`src/fpa_pkg.sv`:
```
package fpa_pkg;

  localparam int FracBitsDefault = 8;
  localparam int DataW = 32;
  localparam int DivStages = DataW + FracBitsDefault;

  typedef enum logic [3:0] {
    FN_ADD     = 4'd0,
    FN_SUB     = 4'd1,
    FN_MUL     = 4'd2,
    FN_DIV     = 4'd3,
    FN_GT      = 4'd4,
    FN_LT      = 4'd5,
    FN_GE      = 4'd6,
    FN_LE      = 4'd7,
    FN_EQ      = 4'd8,
    FN_NE      = 4'd9,
    FN_MIN     = 4'd10,
    FN_MAX     = 4'd11,
    FN_INC     = 4'd12,
    FN_DEC     = 4'd13,
    FN_TOINT   = 4'd14,
    FN_FROMINT = 4'd15
  } func_t;

  typedef enum logic [1:0] {
    CL_SIMPLE = 2'd0,
    CL_MUL    = 2'd1,
    CL_DIV    = 2'd2
  } cls_t;

  typedef struct packed {
    func_t              func;
    cls_t               cls;
    logic signed [31:0] a;
    logic signed [31:0] b;
  } op_t;

  typedef struct packed {
    logic signed [31:0] value;
    logic               flag;
    logic               dz;
  } res_t;

endpackage

```
`src/fpa_front.sv`:
```
module fpa_front
  import fpa_pkg::*;
(
  input  logic               clk,
  input  logic               rst_n,
  input  logic               in_push,
  output logic               in_full,
  input  logic [3:0]         in_func,
  input  logic signed [31:0] in_operand_a,
  input  logic signed [31:0] in_operand_b,
  output logic               op_vld,
  output op_t                op,
  input  logic               op_rdy
);

  // two-entry queue to the back end
  op_t        q_r [2];
  logic       wp_r, rp_r;
  logic [1:0] cnt_r;
  op_t        cls_op;
  logic       push, pop;

  always_comb begin
    cls_op.func = func_t'(in_func);
    cls_op.a    = in_operand_a;
    cls_op.b    = in_operand_b;
    case (func_t'(in_func))
      FN_MUL:  cls_op.cls = CL_MUL;
      FN_DIV:  cls_op.cls = CL_DIV;
      default: cls_op.cls = CL_SIMPLE;
    endcase
  end

  assign in_full = (cnt_r == 2'd2);
  assign push    = in_push && !in_full;
  assign op_vld  = (cnt_r != 2'd0);
  assign op      = q_r[rp_r];
  assign pop     = op_vld && op_rdy;

  always_ff @(posedge clk) begin
    if (!rst_n) begin
      wp_r  <= 1'b0;
      rp_r  <= 1'b0;
      cnt_r <= 2'd0;
    end else begin
      if (push) wp_r <= ~wp_r;
      if (pop) rp_r <= ~rp_r;
      cnt_r <= cnt_r + {1'b0, push} - {1'b0, pop};
    end
  end

  always_ff @(posedge clk) begin
    if (push) q_r[wp_r] <= cls_op;
  end

`ifndef ASSERT_OFF
  a_cnt_max: assert property (@(posedge clk) disable iff (!rst_n) cnt_r <= 2'd2)
    else $error("queue overfill");
  a_cnt_up: assert property (@(posedge clk) disable iff (!rst_n)
    push && !pop |=> cnt_r == $past(cnt_r) + 2'd1)
    else $error("count did not rise");
  a_cnt_dn: assert property (@(posedge clk) disable iff (!rst_n)
    pop && !push |=> cnt_r == $past(cnt_r) - 2'd1)
    else $error("count did not fall");
`endif

endmodule

```
`config.mk`:
```
export PLATFORM = sky130hd
export DESIGN_NAME = fpa_front
export DESIGN_NICKNAME = d
export VERILOG_FILES = /design/src/fpa_pkg.sv /design/src/fpa_front.sv
export SDC_FILE = /design/constraint.sdc
export NUM_CORES = 1
export LEC_CHECK = 0
export BUFFER_PORTS_ARGS = -buffer_cell sky130_fd_sc_hd__buf_4
export CAP_MARGIN = 20
export CORE_MARGIN = 8
export CORE_UTILIZATION = 35
export CTS_BUF_LIST = sky130_fd_sc_hd__clkbuf_4 sky130_fd_sc_hd__clkbuf_8 sky130_fd_sc_hd__clkbuf_16
export CTS_CLUSTER_DIAMETER = 150
export DETAILED_ROUTE_END_ITERATION = 6
export GPL_ROUTABILITY_DRIVEN = 1
export SYNTH_ARGS = -nofsm -noshare
export SYNTH_HDL_FRONTEND = slang
export SYNTH_SLANG_ARGS = --single-unit
```
`constraint.sdc`:
```
create_clock -name clk -period 5.89 [get_ports clk]
set_clock_uncertainty 0.1 [all_clocks]
set_input_delay 1.178 -clock clk [delete_from_list [all_inputs] [get_ports clk]]
set_output_delay 1.178 -clock clk [all_outputs]
set_load 0.02 [all_outputs]
```
-- Word level (Yosys, flattened, before mapping)
Memories as Yosys holds them, arrays and structs flattened. A register that Yosys moved wholly into a read port is not among the register bits.
Index checks and enable logic that the tools add are counted.
- reduce and logical (&&, ||, !) cells: 4
- add/sub/neg operators: 2
- mux-type cells: 5
- equality and inequality tests: 3
- bitwise operators: 2
- operators by type and width (operator ; number):
    4-bit by 2-bit == test with 1-bit output (second input constant) ; 2
    1-bit 2-to-1 mux ; 4
    2-bit case mux with 2 select lines ; 1
    2-bit by 1-bit adder with 2-bit output ; 1
    2-bit == test (second input constant) ; 1
    1-bit logical AND ; 2
    1-bit NOT ; 2
    2-bit nonzero test ; 1
    2-bit by 1-bit subtractor with 2-bit output ; 1
    1-bit logical NOT ; 1
- input bits: 72
- bits in registers: 4
- memories kept: 1
- bits in writable memories: 140
- output and inout port bits: 72
- memories (name ; depth ; width ; read ports ; clocked after memory_dff ; wr ports ; RTL line ; text):
    q_r ; 2 ; 70 ; 1 ; 1 ; 1 ; fpa_front.sv:17 ; op_t q_r [2];

-- Longest topological paths before layout
- word-level depth: 5
- mapped depth: 8
- depth with buffers taken out: 8

-- Least setup slack after synthesis
No wires, ideal clock.
- path kind: in2reg
- from: input in_push
- to: memory q_r[0][0] in the netlist's numbering (enable)
- stages: 2
- data required time: 5292 ps
- arrival: 4196 ps
- path slack: 1096 ps
- cell sequence: nand2_1 -> nor2_1
- word-level cells in the longest chain between the ends: 3
- RTL lines (element ; RTL line ; text):
    start, declared ; fpa_front.sv:6 ; input logic in_push,
    1-bit logical AND ; fpa_front.sv:35 ; assign push = in_push && !in_full;
    1-bit 2-to-1 mux ; fpa_front.sv:53 ; if (push) q_r[wp_r] <= cls_op;
    1-bit 2-to-1 mux (implied by the code) ; fpa_front.sv:53 ;
    end, declared ; fpa_front.sv:17 ;
No other way between the ends.

==> out/results.ini <==
[synth]
syn_area_mm2=0.00566
synthTopCellsByArea=edfxtp_1, mux2_4, buf_12, dfxtp_1, ha_1
synth_edf_count=140
synth_top_family_by_area=multiplexers
synth_fp_nets=321
synth_compound_area_frac=0.00133
synth_top_area_share=0.743
yosys_most_used_dff=edfxtp_1
yosys_warnings=0
ys_ff_latch=145
ys_seq_area_frac=0.760
async_flop_share=0
synth-adder-area-share=0.00442
synth.distinct_cells=20
synth.area.mux_share=0.187
synth_top_area_cell=edfxtp_1
synth_xor_area_frac=0.00309
synth_area_per_cell_um2=22.9
synthCells=247
synthSimpleGateAreaFrac=0.0148

[hold_path]
min-delay-start=rp_r
hp-class=reg -> reg
hold_depth=2

[worst_setup_path]
r2r-end=q_r[0][50]
cp_top_family=flip-flops
reg2reg_from=cnt_r[0]
ff2ff_path_depth=4
crit_buf_inv=2
crit_chain=buf_4 -> mux2_4 -> buf_4
r2r_slack_ps=4010
startpoint_type=register
cpPeakStageDelay_ps=820
path_class=reg -> out
cp-end-kind=output port
critPathMaxFanout=38
required_ps=4610
cpMaxStageDelayCell=dfxtp_4
cp_common_cell=buf_4
cp.arrival_ps=2440

[clock_network]
cts_root_buf=clkbuf_16
hold_buffers=0
cts_resized=0
cts_max_path_buffers=2
cts_setup_buffers=0
cts_sinks=145
cts_buffers=17
tritoncts=built
clock_latency_ps=410
path_clk_slew_ps=50
h-tree-depth=4

[run_status]
status=completed

[sta]
setup_viol=0
min_period_over_period=0.630
fin_crit_ps=3710
drv_slew=0
tightest_slew_ps=743
fmax_ghz=0.269
rsz0062_at_grt=false
finalHoldViolations=0
max_slew_margin=0.505
tns_ps=0
fin_ws_ps=2180

[placed_design]
gp_congestion=0.704
placed_cell_area_mm2=0.00689
port_buffers=143
place_hpwl_mm=7.12
placed_cells=600
dp_slack_ps=2490

[routing]
met2_length_mm=5.18
routed_via_density=4.24
vias=2686
wl_per_cell_um=16.8
drc=0
maxUsedRoutingLayer=met4
met3WireLength_um=979
first_iter_violations=143
wl_met1_mm=4.34
dr.pass1.iters=4
wl_mm=10.6
drtAntennaViolNets=0

[final_layout]
final_nets=479
layout_commonest_cell=buf_4
post-route-util=0.477
finalNonFillerCells=633
antenna_cells_inserted=0
final_cell_mix=buf_4, edfxtp_1, mux2_4
final_layout_size_suffix_gt1_frac=0.602
design_area_mm2=0.00754
area_delta_synth_final_pct=33.2

[grt]
grt_max_degree=71
antenna_found_initial=0
grt_first_pass_wirelength_mm=16.3
grt_overflow=0
grt_pass1_vias=3039
grt_util_all_layers=0.108

[pwr]
p_leak_nw=2.96
p_switching_mw=1.02
powerDensity_mw_per_mm2=483
p_int_mw=2.62
switching_share=0.280
pwr-share-seq=0.392
peakVddDrop_uv=273
clock_power_share=0.300
combPwrFrac=0.307

[die]
io-pin-count=144
initial_utilization=0.358
dieHeight_um=143
rows=46
die_area_mm2=0.0205
coreArea_mm2=0.0158
floorplan.die.width_um=143

[job]
cap_violations=0

[sequential cells by signal (all words and copies together) (netlist names), named ones only]
register / cells
q_r: 140
cnt_r: 2
rp_r: 1
wp_r: 1
[power by group through the flow]
| stage | registers [mW] | clock network, mW | logic (mW) |
|---|---|---|---|
| 4_1_cts | 1.44 | 1.12 | 1.13 |
| 2_1_floorplan | 1.40 | 0 | 0.834 |
| 6_report | 1.43 | 1.09 | 1.12 |
| 5_1_grt | 1.45 | 1.17 | 1.19 |
| 3_5_place_dp | 1.46 | 0 | 1.13 |
| 3_3_place_gp | 1.45 | 0 | 1.12 |
[stage by stage]
| stage | hold WS, ps | power (mW) |
|---|---|---|
| after detailed placement | 398 | 2.59 |
| final | 418 | 3.64 |
| after global placement | 397 | 2.57 |
| after floorplan | 355 | 2.23 |
| after CTS | 421 | 3.69 |
| after global routing | 467 | 3.82 |
[synth_stat cells (2+ instances only)]
cell and number:
nor2_1 4, nand2b_1 2, buf_12 7, dfxtp_1 5
inv_1 3, ha_1 2, edfxtp_1 140, nand2_1 2
and2_1 2, mux2_4 70
[layout make-up]
class / count / area (um^2)
Timing Repair Buffer: 147 / 1140
Tap cell: 216 / 270
Multi-Input combinational cell: 91 / 1210
Sequential cell: 145 / 4310
Inverter: 3 / 11.3
Clock inverter: 11 / 163
Fill cell: 1348 / 8280
Clock buffer: 20 / 448
[worst max path at each step]
stage                            end  cells past startpoint
after global routing          op[46]                      3
after detailed placement  q_r[0][55]                      4
after global placement    q_r[0][54]                      4
final                         op[39]                      3
after CTS                     op[37]                      3
after floorplan            q_r[0][0]                      2
[tightest hold or removal path, cell delays in order, from the launching register on]
cell	delay, ps
dfxtp_1	330
xnor2_1	80
nor2_1	70
[logic make-up (layout without fill, tap and decap cells)]
group / Yosys count / after routing
AO/OA/AOI/OAI: 1 / 1
XOR/XNOR: 2 / 2
adder cells (fa/ha/maj): 2 / 2
buffers and inverters: 11 / 181
flip-flops: 145 / 145
multiplexers: 71 / 71
AND/OR/NAND/NOR: 15 / 15
[routing by layer]
layer / vias up / GRT usage
li1: 1281 / -
met1: 1304 / 0.120
met2: 93 / 0.173
met3: 8 / 0.0558
met4: 0 / 0.0403
met5: - / 0
(Power assumes the default switching activity.)
